<file path="config.mk">
export PLATFORM = sky130hd
export DESIGN_NAME = fcwa_ctrl
export DESIGN_NICKNAME = d
export VERILOG_FILES = /design/src/hw/rtl/fcwa_pkg.sv /design/src/hw/rtl/fcwa_ctrl.sv
export SDC_FILE = /design/constraint.sdc
export NUM_CORES = 1
export LEC_CHECK = 0
export BUFFER_PORTS_ARGS = -buffer_cell sky130_fd_sc_hd__buf_2
export CAP_MARGIN = 20
export CORE_AREA = 10 10 47 49
export CTS_BUF_LIST = sky130_fd_sc_hd__clkbuf_4 sky130_fd_sc_hd__clkbuf_8
export CTS_CLUSTER_DIAMETER = 200
export DETAILED_ROUTE_END_ITERATION = 10
export DIE_AREA = 0 0 57 59
export HOLD_SLACK_MARGIN = 0.08
export PLACE_DENSITY = 0.38
export SYNTH_ARGS = -nofsm -noshare
export SYNTH_HDL_FRONTEND = slang
export SYNTH_SLANG_ARGS = --single-unit
export TNS_END_PERCENT = 100
</file>
<file path="constraint.sdc">
create_clock -name clock -period 1.34 [get_ports clock]
set_clock_uncertainty 0.15 [all_clocks]
set_input_delay 0 -clock clock [delete_from_list [all_inputs] [get_ports clock]]
set_output_delay 0 -clock clock [all_outputs]
set_load 0.05 [all_outputs]
</file>
<file path="src/hw/rtl/fcwa_pkg.sv">
// Shared constants, types and helpers of the window average block
package fcwa_pkg;

   localparam int MAX_WINDOW    = 1024;
   localparam int SAMPLE_BITS   = 14;
   localparam int CHANNELS      = 4;
   localparam int HELD_BITS     = $clog2(MAX_WINDOW) + 1;
   localparam int ADDR_BITS     = $clog2(MAX_WINDOW);
   localparam int SUM_BITS      = SAMPLE_BITS + ADDR_BITS;
   localparam int DIV_STEP_BITS = $clog2(SAMPLE_BITS);

   typedef logic [SAMPLE_BITS-1:0]   sample_type;
   typedef logic [SUM_BITS-1:0]      sum_type;
   typedef logic [HELD_BITS-1:0]     held_type;
   typedef logic [ADDR_BITS-1:0]     addr_type;
   typedef logic [DIV_STEP_BITS-1:0] div_step_type;

   localparam held_type WINDOW_RESET = held_type'(MAX_WINDOW);

   // Controller states
   typedef enum logic [2:0] {
      ST_IDLE,
      ST_UPDATE,
      ST_DIV_START,
      ST_DIVIDE,
      ST_DELIVER
   } state_type;

   // Controller to datapath commands
   typedef struct packed {
      logic accept;
      logic update;
      logic div_start;
      logic out_load;
   } cmd_type;

   // Datapath to controller status
   typedef struct packed {
      logic div_done;
   } status_type;

   // Window length as used: zero means one, large values saturate
   function automatic held_type effective_length(input held_type len);
      held_type result;
      if (len == '0) begin
         result = held_type'(1);
      end else if (len > WINDOW_RESET) begin
         result = WINDOW_RESET;
      end else begin
         result = len;
      end
      return result;
   endfunction

endpackage

</file>
<file path="src/hw/rtl/fcwa_ctrl.sv">
// Controller: sequences one item through update, divide and delivery
module fcwa_ctrl (
   input  logic                 clock,
   input  logic                 reset,
   input  logic                 req_valid,
   output logic                 req_ready,
   output logic                 rsp_valid,
   input  logic                 rsp_ready,
   output fcwa_pkg::cmd_type    cmd,
   input  fcwa_pkg::status_type status
);

   fcwa_pkg::state_type state_ff, state_in;
   logic                rsp_valid_ff, rsp_valid_in;

   always_ff @(posedge clock) begin
      if (reset) begin
         state_ff     <= fcwa_pkg::ST_IDLE;
         rsp_valid_ff <= 1'b0;
      end else begin
         state_ff     <= state_in;
         rsp_valid_ff <= rsp_valid_in;
      end
   end

   // Next state and commands
   always_comb begin
      state_in  = state_ff;
      cmd       = '0;
      req_ready = 1'b0;
      unique case (state_ff)
         fcwa_pkg::ST_IDLE: begin
            req_ready = 1'b1;
            if (req_valid) begin
               cmd.accept = 1'b1;
               state_in   = fcwa_pkg::ST_UPDATE;
            end
         end
         fcwa_pkg::ST_UPDATE: begin
            cmd.update = 1'b1;
            state_in   = fcwa_pkg::ST_DIV_START;
         end
         fcwa_pkg::ST_DIV_START: begin
            cmd.div_start = 1'b1;
            state_in      = fcwa_pkg::ST_DIVIDE;
         end
         fcwa_pkg::ST_DIVIDE: begin
            if (status.div_done) begin
               state_in = fcwa_pkg::ST_DELIVER;
            end
         end
         fcwa_pkg::ST_DELIVER: begin
            // wait for the result register to free up
            if (!rsp_valid_ff || rsp_ready) begin
               cmd.out_load = 1'b1;
               state_in     = fcwa_pkg::ST_IDLE;
            end
         end
         default: begin
            state_in = fcwa_pkg::ST_IDLE;
         end
      endcase
   end

   // Result valid: set on load, cleared when taken
   always_comb begin
      priority if (cmd.out_load) begin
         rsp_valid_in = 1'b1;
      end else if (rsp_ready) begin
         rsp_valid_in = 1'b0;
      end else begin
         rsp_valid_in = rsp_valid_ff;
      end
   end

   assign rsp_valid = rsp_valid_ff;

endmodule

</file>
==> results of run 1 <==
## path summary, 6_finish.rpt
path               start  cells after the start           to  slack, ns
max reg2reg  state_ff[0]                      3    rsp_valid       0.15
min                reset                      3    rsp_valid       0.37
max          state_ff[0]                      3       cmd[0]      -0.03
min reg2reg  state_ff[2]                      2  state_ff[1]       0.43
## state kept, by name, indices dropped and copies added, names as in the netlist
register and count:
rsp_valid 1, state_ff 3
## area by class of cell
class	instances	area [um2]
tap	16	20.02
multi-input combinational	17	152.6
clock buffer	3	22.52
fill	162	974.7
timing repair buffer	18	148.9
sequential	4	82.58
## timing repair
item | CTS | global route
resized for setup | 7 | 8
hold buffers | 4 | 0
setup endpoints to repair | 2 | 4
setup buffers | 1 | 0
cloned | 0 | 0
endpoints found under the hold margin | 4 | 0
## where the power goes
| part | internal, W | leakage, nW | total, W | switching (W) |
|---|---|---|---|---|
| clock network | 0.0000996 | 0.0138 | 0.000140 | 0.0000409 |
| registers | 0.000127 | 0.0338 | 0.000132 | 0.00000421 |
| logic | 0.0000698 | 0.143 | 0.000168 | 0.0000986 |
## worst min-delay path: stages
cell and delay [ns]:
dlygate4sd3_1 0.52, buf_2 0.15, a21oi_2 0.04
## stage by stage
step / setup TNS, ns / power (W) / util, %
5_1_grt: -0.1055 / 0.0004674 / 30.45
4_1_cts: -0.04408 / 0.0004351 / 28.75
2_1_floorplan: -0.4058 / 0.0002261 / -
3_3_place_gp: 0 / 0.0002646 / 22.14
3_5_place_dp: 0 / 0.0002683 / 22.14
6_report: -0.02625 / 0.0004403 / 30.45
## routing by layer
layer / share of wire (%) / track usage (%) / routed length, um / vias up
met2: 46 / 7.132 / 322 / 9
met1: 44 / 4.529 / 312 / 113
met4: 0 / 2.013 / 0 / 0
met5: 0 / 0 / 0 / -
li1: - / - / - / 122
met3: 9.9 / 2.146 / 70 / 0
## cells in the final DEF, fill, tap and decap left out, drive strengths merged
cell / Yosys / layout
nor2: 1 / 1
nand2b: 1 / 1
a21oi: 1 / 1
and3: 1 / 1
dlygate4sd3: 0 / 4
nor3: 1 / 1
a211oi: 1 / 1
or3b: 2 / 2
clkbuf: 0 / 4
o22ai: 1 / 1
nor3b: 2 / 2
o21bai: 1 / 1
dfxtp: 4 / 4
or2b: 1 / 1
nand4b: 1 / 1
nor2b: 1 / 1
and2: 1 / 1
nor4: 1 / 1
buf: 1 / 13
## cells by family (layout without fill, tap and decap cells)
group / Yosys count / after routing / synth area share (%)
flip-flops: 4 / 4 / 38.32
buffers and inverters: 1 / 21 / 3.594
AND/OR/NAND/NOR: 13 / 13 / 43.72
AO/OA/AOI/OAI: 4 / 4 / 14.38
==> results.json, run 1 <==
{
  "status": "finished, violations left",
  "grt_pass1_vias": 281,
  "grt_usage_pct": 4.327,
  "synth.net_count": 27,
  "antenna_found_initial": 0,
  "htreeDepth": 1,
  "vias": 244,
  "placedInstanceArea_um2": 310.3,
  "slew_headroom_pct": 83.02,
  "portBuffers": 10,
  "ys_seq_elements": 4,
  "firstDrtPassIters": 1,
  "clock-root-buffer": "clkbuf_4",
  "n_antenna_cell": 0,
  "tightestPinTransition_ns": 0.2565,
  "drc": 0,
  "area_growth_pct": 104.2,
  "globalplace.congestion": 0.7214,
  "cts.clk_slew.worst_paths_ns": 0.04,
  "grt-ovfl-total": 0,
  "slowest_stage": "or3b_4",
  "core-area_um2": 1401,
  "dp_hpwl_um": 555.9,
  "die-area_um2": 3363,
  "crit_buf_inv": 1,
  "path_class": "reg2out",
  "grt_pass1_wl_mm": 1.200,
  "vdd_drop_max_mv": 0.3464,
  "whs_ns": 0.3671,
  "avgSynthCellArea_um2": 9.498,
  "synthFlopType": "dfxtp_1",
  "slew_viol_final": 0,
  "fp-row-count": 14,
  "routed_wl_um": 705,
  "path_delay_family": "simple AND/OR/NAND/NOR gates",
  "endpoint_kind": "output port",
  "wl_per_cell_um": 12.16,
  "critPathRequiredTime_ns": 1.19,
  "yosys.cell_count.top_type": "dfxtp_1",
  "startpoint_type": "register",
  "rsz0062_at_grt": "true",
  "fin_cells": 58,
  "max_freq_mhz": 731.9,
  "final_area_um2": 426.7,
  "die_w_um": 57,
  "worstSkewPairLatency_ns": 0.23,
  "syn_area_um2": 209.0,
  "async_reset_ff_share_pct": 0,
  "hp-class": "in2reg",
  "worst-path-max-fanout": 2,
  "period_minus_slack_ns": 1.366,
  "yosysWarningCount": 0,
  "nets": 49,
  "cts_made_buffers": 3,
  "placed_cells": 50,
  "viasPerCell": 4.207,
  "fin_ws_ns": -0.02625,
  "syn_inst": 22,
  "ant_nets": 0,
  "period_share_pct": 102.0,
  "worstPathArrival_ns": 1.22,
  "clock-sinks": 4,
  "p_per_area_nw_per_um2": 1032,
  "path_cells": "or3b_4, nor2b_4, buf_8",
  "setup_viol": 1,
  "initialDrtViolationCount": 0,
  "yosys.area.top_type": "dfxtp_1",
  "critPathMaxStageDelay_ns": 0.41,
  "drv_cap": 0,
  "leakagePower_nw": 0.1905,
  "ios": 11,
  "grt_max_degree": 9,
  "initial_utilization_pct": 14.91,
  "drive_above_1_share_pct": 64.29,
  "cts_tree": "built",
  "synthTopCellsByCount": "dfxtp_1 (4), nor3b_1 (2)",
  "ys_types": 18,
  "place_ws_ns": 0.08177,
  "final_hold_viol_count": 0,
  "synth.yosys.seq_area_share_pct": 38.32,
  "synth_top_area_share_pct": 38.32,
  "cts.path.max_buffers": 2,
  "synth_edf_count": 0,
  "die-height_um": 59,
  "yosys-top-cells-area": "dfxtp_1 (38%), nor3b_1 (7.2%), or3b_4 (5.4%)",
  "violations": "negative setup slack"
}
(Power assumes the default switching activity.)
==> run 2: changes to the inputs <==
Settings changed: PLACE_DENSITY 0.38 to 0.33.
==> run 2 against run 1 <==
  * The flow still finishes with violations (negative setup slack)
  * Sequential power hardly changed
  * Count of clock-buffer cells in the layout stayed put
  * Design area increased by 3.8%
  * Combinational power increased by 4%
  * Global-route usage increased by 0.13 points
  * Worst setup slack worse by 0.0080 ns
  * Clock power increased by 9%
  * Sequential share of layout area shrank 0.43 points
  * Core utilization increased by 1.2 points
  * Maximum frequency shrank 0.58%
  * Critical path type unchanged
==> results.json, run 2 (synthesis gave the netlist of run 1 again) <==
{
  "slew_headroom_pct": 83.22,
  "rsz0062_at_grt": "true",
  "area_growth_pct": 112.0,
  "place_ws_ns": 0.08972,
  "globalplace.congestion": 0.7145,
  "grt_pass1_wl_mm": 1.131,
  "worstSkewPairLatency_ns": 0.24,
  "ant_nets": 0,
  "hp-class": "in2reg",
  "drc": 0,
  "critPathRequiredTime_ns": 1.19,
  "fin_cells": 60,
  "final_hold_viol_count": 0,
  "worst-path-max-fanout": 2,
  "r2r_start": "state_ff[1]",
  "period_minus_slack_ns": 1.374,
  "max_freq_mhz": 727.6,
  "critPathMaxStageDelay_ns": 0.41,
  "placed_cells": 50,
  "wl_per_cell_um": 10.25,
  "dp_hpwl_um": 480.5,
  "startpoint_type": "register",
  "fp-row-count": 14,
  "cts.clk_slew.worst_paths_ns": 0.04,
  "antenna_found_initial": 0,
  "reg2reg_depth": 3,
  "drv_cap": 0,
  "leakagePower_nw": 0.2010,
  "grt_usage_pct": 4.453,
  "tns_ns": -0.03429,
  "core-area_um2": 1401,
  "worstPathArrival_ns": 1.22,
  "path_cells": "or3b_4, nor2b_4, buf_8",
  "worstHoldStart": "reset",
  "die-area_um2": 3363,
  "clock-root-buffer": "clkbuf_4",
  "slowest_stage": "or3b_4",
  "clock-sinks": 4,
  "status": "finished, violations left",
  "cts_tree": "built",
  "ios": 11,
  "vdd_drop_max_mv": 0.4277,
  "period_share_pct": 102.6,
  "path_delay_family": "simple AND/OR/NAND/NOR gates",
  "cts_made_buffers": 3,
  "grt_pass1_vias": 260,
  "firstDrtPassIters": 2,
  "violations": "negative setup slack",
  "r2r_slack_ns": 0.14,
  "final_cell_mix": "buf_2 (6), buf_4 (6), clkbuf_4 (4), dlygate4sd3_1 (4), dfxtp_2 (3)",
  "crit_buf_inv": 1,
  "grt-ovfl-total": 0,
  "cts.path.max_buffers": 2,
  "path_class": "reg2out",
  "fin_ws_ns": -0.03429,
  "die-height_um": 59,
  "die_w_um": 57,
  "hold_end": "rsp_valid",
  "largest_register_ff_count": 3,
  "vias": 245,
  "n_antenna_cell": 0,
  "grt_max_degree": 9,
  "portBuffers": 10,
  "endpoint_kind": "output port",
  "initial_utilization_pct": 14.91,
  "slew_viol_final": 0,
  "regMostFlops": "state_ff",
  "drive_above_1_share_pct": 68.18,
  "tightestPinTransition_ns": 0.2534,
  "htreeDepth": 1,
  "holdPathStages": 3,
  "p_per_area_nw_per_um2": 1032,
  "r2r_end": "rsp_valid",
  "viasPerCell": 4.083,
  "fillers": 155,
  "nets": 51,
  "routed_wl_um": 615,
  "setup_viol": 1,
  "initialDrtViolationCount": 4
}
## run 2: worst max path at each step
stage	from	end	slack, ns	cells after the start
final	state_ff[1]	cmd[0]	-0.03	3
after detailed placement	state_ff[0]	cmd[0]	0.09	3
after floorplan	state_ff[0]	cmd[3]	-0.41	2
after CTS	state_ff[1]	cmd[0]	-0.06	3
after global placement	state_ff[2]	cmd[0]	0.09	3
after global routing	state_ff[1]	cmd[0]	-0.08	3
## run 2: stage by stage
| stage | hold slack [ns] | power [W] | utilization, % | cell area, um2 |
|---|---|---|---|---|
| after floorplan | -0.09492 | 0.0002261 | - | 225.2 |
| after global placement | 0.07070 | 0.0002653 | 22.14 | 310.3 |
| after detailed placement | 0.07737 | 0.0002657 | 22.14 | 310.3 |
| after CTS | 0.3654 | 0.0004474 | 29.02 | 406.6 |
| after global routing | 0.3698 | 0.0004899 | 31.61 | 442.9 |
| final | 0.3650 | 0.0004571 | 31.61 | 442.9 |
## run 2: power breakdown
group,internal [W],leakage [nW],switching (W)
Combinational,0.0000764,0.153,0.0000974
Sequential,0.000128,0.0340,0.00000386
Clock,0.000100,0.0138,0.0000512
Total,0.000305,0.201,0.000153
## run 2: area by class of cell
| class | count | area (um2) | area share (%) |
|---|---|---|---|
| repair buffers | 20 | 163.9 | 37.01 |
| well taps | 16 | 20.02 | 4.520 |
| clock buffers | 3 | 22.52 | 5.085 |
| multi-input cells | 17 | 152.6 | 34.46 |
| flip-flops and latches | 4 | 83.83 | 18.93 |
## run 2: what timing repair did
action,in CTS,in global routing
endpoints found under the hold margin,4,0
buffers inserted,1,2
hold buffers,4,0
resized for setup,8,8
pin swaps,2,2
setup endpoints to repair,3,5
## run 2: worst register-to-register path, cell delays in order, from the launching register on
cell and delay (ns):
dfxtp_1 0.30, or3b_4 0.41, buf_4 0.15, a21oi_2 0.12
## run 2: layer usage
layer / global-route usage (%) / part of all wire, % / vias up
li1: - / - / 128
met4: 2.013 / 0 / 0
met5: 0 / 0 / -
met1: 4.043 / 38 / 108
met3: 5.365 / 15 / 0
met2: 5.891 / 46 / 9
==> run 3: changes to the inputs <==
Settings changed: BUFFER_PORTS_ARGS -buffer_cell sky130_fd_sc_hd__buf_2 to unset, DONT_BUFFER_PORTS set to 1, PLACE_DENSITY 0.33 to 0.3, SLEW_MARGIN set to 20.
==> run 3 against run 2 <==
  * The flow still finishes with violations (negative setup slack)
  * Register-to-register slack improved by 0.02 ns
  * Final cell count fell by 10%
  * Combinational power shrank 5%
  * Power decreased by 2.7%
  * Largest cell class is now multi-input gates
==> results.json, run 3 (synthesis gave the netlist of run 1 again) <==
{
  "status": "finished, violations left",
  "violations": "negative setup slack",
  "r2r_end": "rsp_valid",
  "layout_commonest_cell": "buf_4",
  "htreeDepth": 1,
  "largest_register_ff_count": 3,
  "fin_ws_ns": -0.02773,
  "grt_pass1_vias": 275,
  "portBuffers": 0,
  "power.total_w": 0.0004445,
  "globalplace.congestion": 0.6277,
  "initialDrtViolationCount": 0,
  "register_area_um2": 82.58,
  "final_hold_viol_count": 0,
  "max_freq_mhz": 731.1,
  "hp-class": "in2out",
  "slowest_stage": "or3b_4",
  "r2r_start": "state_ff[2]",
  "grt-ovfl-total": 0,
  "nets": 45,
  "critPathMaxStageDelay_ns": 0.38,
  "slew_headroom_pct": 84.38,
  "drive_above_1_share_pct": 60.53,
  "clock-sinks": 4,
  "slew_viol_final": 0,
  "regMostFlops": "state_ff",
  "setup_viol": 1,
  "die_w_um": 57,
  "fin_util_pct": 28.84,
  "worstPathArrival_ns": 1.22,
  "p_per_area_nw_per_um2": 1100,
  "vdd_drop_max_mv": 0.3278,
  "drv_cap": 0,
  "multi_input_area_um2": 147.6,
  "cts_made_buffers": 3,
  "grt_max_degree": 9,
  "die-height_um": 59,
  "firstDrtPassIters": 1,
  "reg2reg_depth": 3,
  "die-area_um2": 3363,
  "startpoint_type": "register",
  "hold_end": "cmd[3]",
  "fin_cells": 54,
  "leakagePower_nw": 0.1676,
  "ios": 11,
  "drc": 0,
  "r2r_slack_ns": 0.16,
  "vias": 223,
  "core-area_um2": 1401,
  "whs_ns": 0.1013,
  "holdPathStages": 2,
  "cts_tree": "built",
  "antenna_found_initial": 0,
  "worstSkewPairLatency_ns": 0.23,
  "viasPerCell": 4.130,
  "tightestPinTransition_ns": 0.2322,
  "path_cells": "or3b_4, nor2b_2, buf_6",
  "cts.path.max_buffers": 2,
  "grt_usage_pct": 4.230,
  "critPathRequiredTime_ns": 1.19,
  "rsz0062_at_grt": "true",
  "worst-path-max-fanout": 2,
  "wl_per_cell_um": 11.74,
  "routed_wl_um": 634,
  "clock-root-buffer": "clkbuf_4",
  "placedInstanceArea_um2": 317.8,
  "placed_cells": 46,
  "period_share_pct": 102.1,
  "n_antenna_cell": 0,
  "fillers": 165,
  "ant_nets": 0,
  "area_growth_pct": 93.41,
  "cts.clk_slew.worst_paths_ns": 0.04,
  "path_class": "reg2out",
  "final_area_um2": 404.1,
  "endpoint_kind": "output port",
  "fp-row-count": 14,
  "initial_utilization_pct": 14.91,
  "final_cell_mix": "buf_4 (8), dlygate4sd3_1 (4), clkbuf_4 (3)",
  "period_minus_slack_ns": 1.368,
  "grt_pass1_wl_mm": 1.055,
  "worstHoldStart": "req_valid"
}
==> run 3: layer usage <==
metal	vias up	GRT usage, %	routed length [um]	share of wire [%]
met1	104	3.195	238	38
met3	0	1.931	59	9.3
met4	0	5.034	0	0
met5	-	0	0	0
met2	6	7.287	336	53
li1	113	-	-	-
==> run 3: how the worst max path moves through the flow <==
stage / start / to / slack, ns / cells past startpoint
2_1_floorplan: state_ff[0] / cmd[3] / -0.41 / 2
3_3_place_gp: state_ff[2] / cmd[0] / 0.17 / 3
3_5_place_dp: state_ff[2] / cmd[0] / 0.15 / 3
4_1_cts: state_ff[0] / cmd[0] / -0.05 / 3
5_1_grt: state_ff[2] / cmd[0] / -0.07 / 3
6_report: state_ff[2] / cmd[0] / -0.03 / 3
==> run 3: per-stage QoR <==
stage | setup TNS [ns] | setup WS (ns)
6_report | -0.02773 | -0.02773
5_1_grt | -0.1234 | -0.06770
4_1_cts | -0.04641 | -0.04641
3_5_place_dp | 0 | 0.1540
3_3_place_gp | 0 | 0.1702
2_1_floorplan | -0.4058 | -0.4058
==> run 3: layout make-up <==
| class | instances | share of cell area [%] |
|---|---|---|
| clock buffers | 3 | 5.573 |
| multi-input cells | 17 | 36.53 |
| flip-flops and latches | 4 | 20.43 |
| well taps | 16 | 4.954 |
| repair buffers | 14 | 32.51 |
==> run 3: worst max-delay path: cells and delay by family, from the launching register on <==
family,cells,cell delay [ns]
flip-flops,1,0.32
AND/OR/NAND/NOR,2,0.51
buffers and inverters,1,0.16
==> run 3: power breakdown <==
part | switching (W) | internal, W | total [W]
clock network | 0.0000485 | 0.000100 | 0.000149
registers | 0.00000346 | 0.000127 | 0.000131
logic | 0.0000958 | 0.0000695 | 0.000165
total | 0.000148 | 0.000297 | 0.000445
==> run 3: timing repair <==
action / CTS / global route
setup endpoints to repair: 2 / 2
pin swaps: 0 / 1
hold endpoints to repair: 4 / 0
buffers inserted: 1 / 0
hold buffers: 4 / 0
resized for setup: 5 / 0
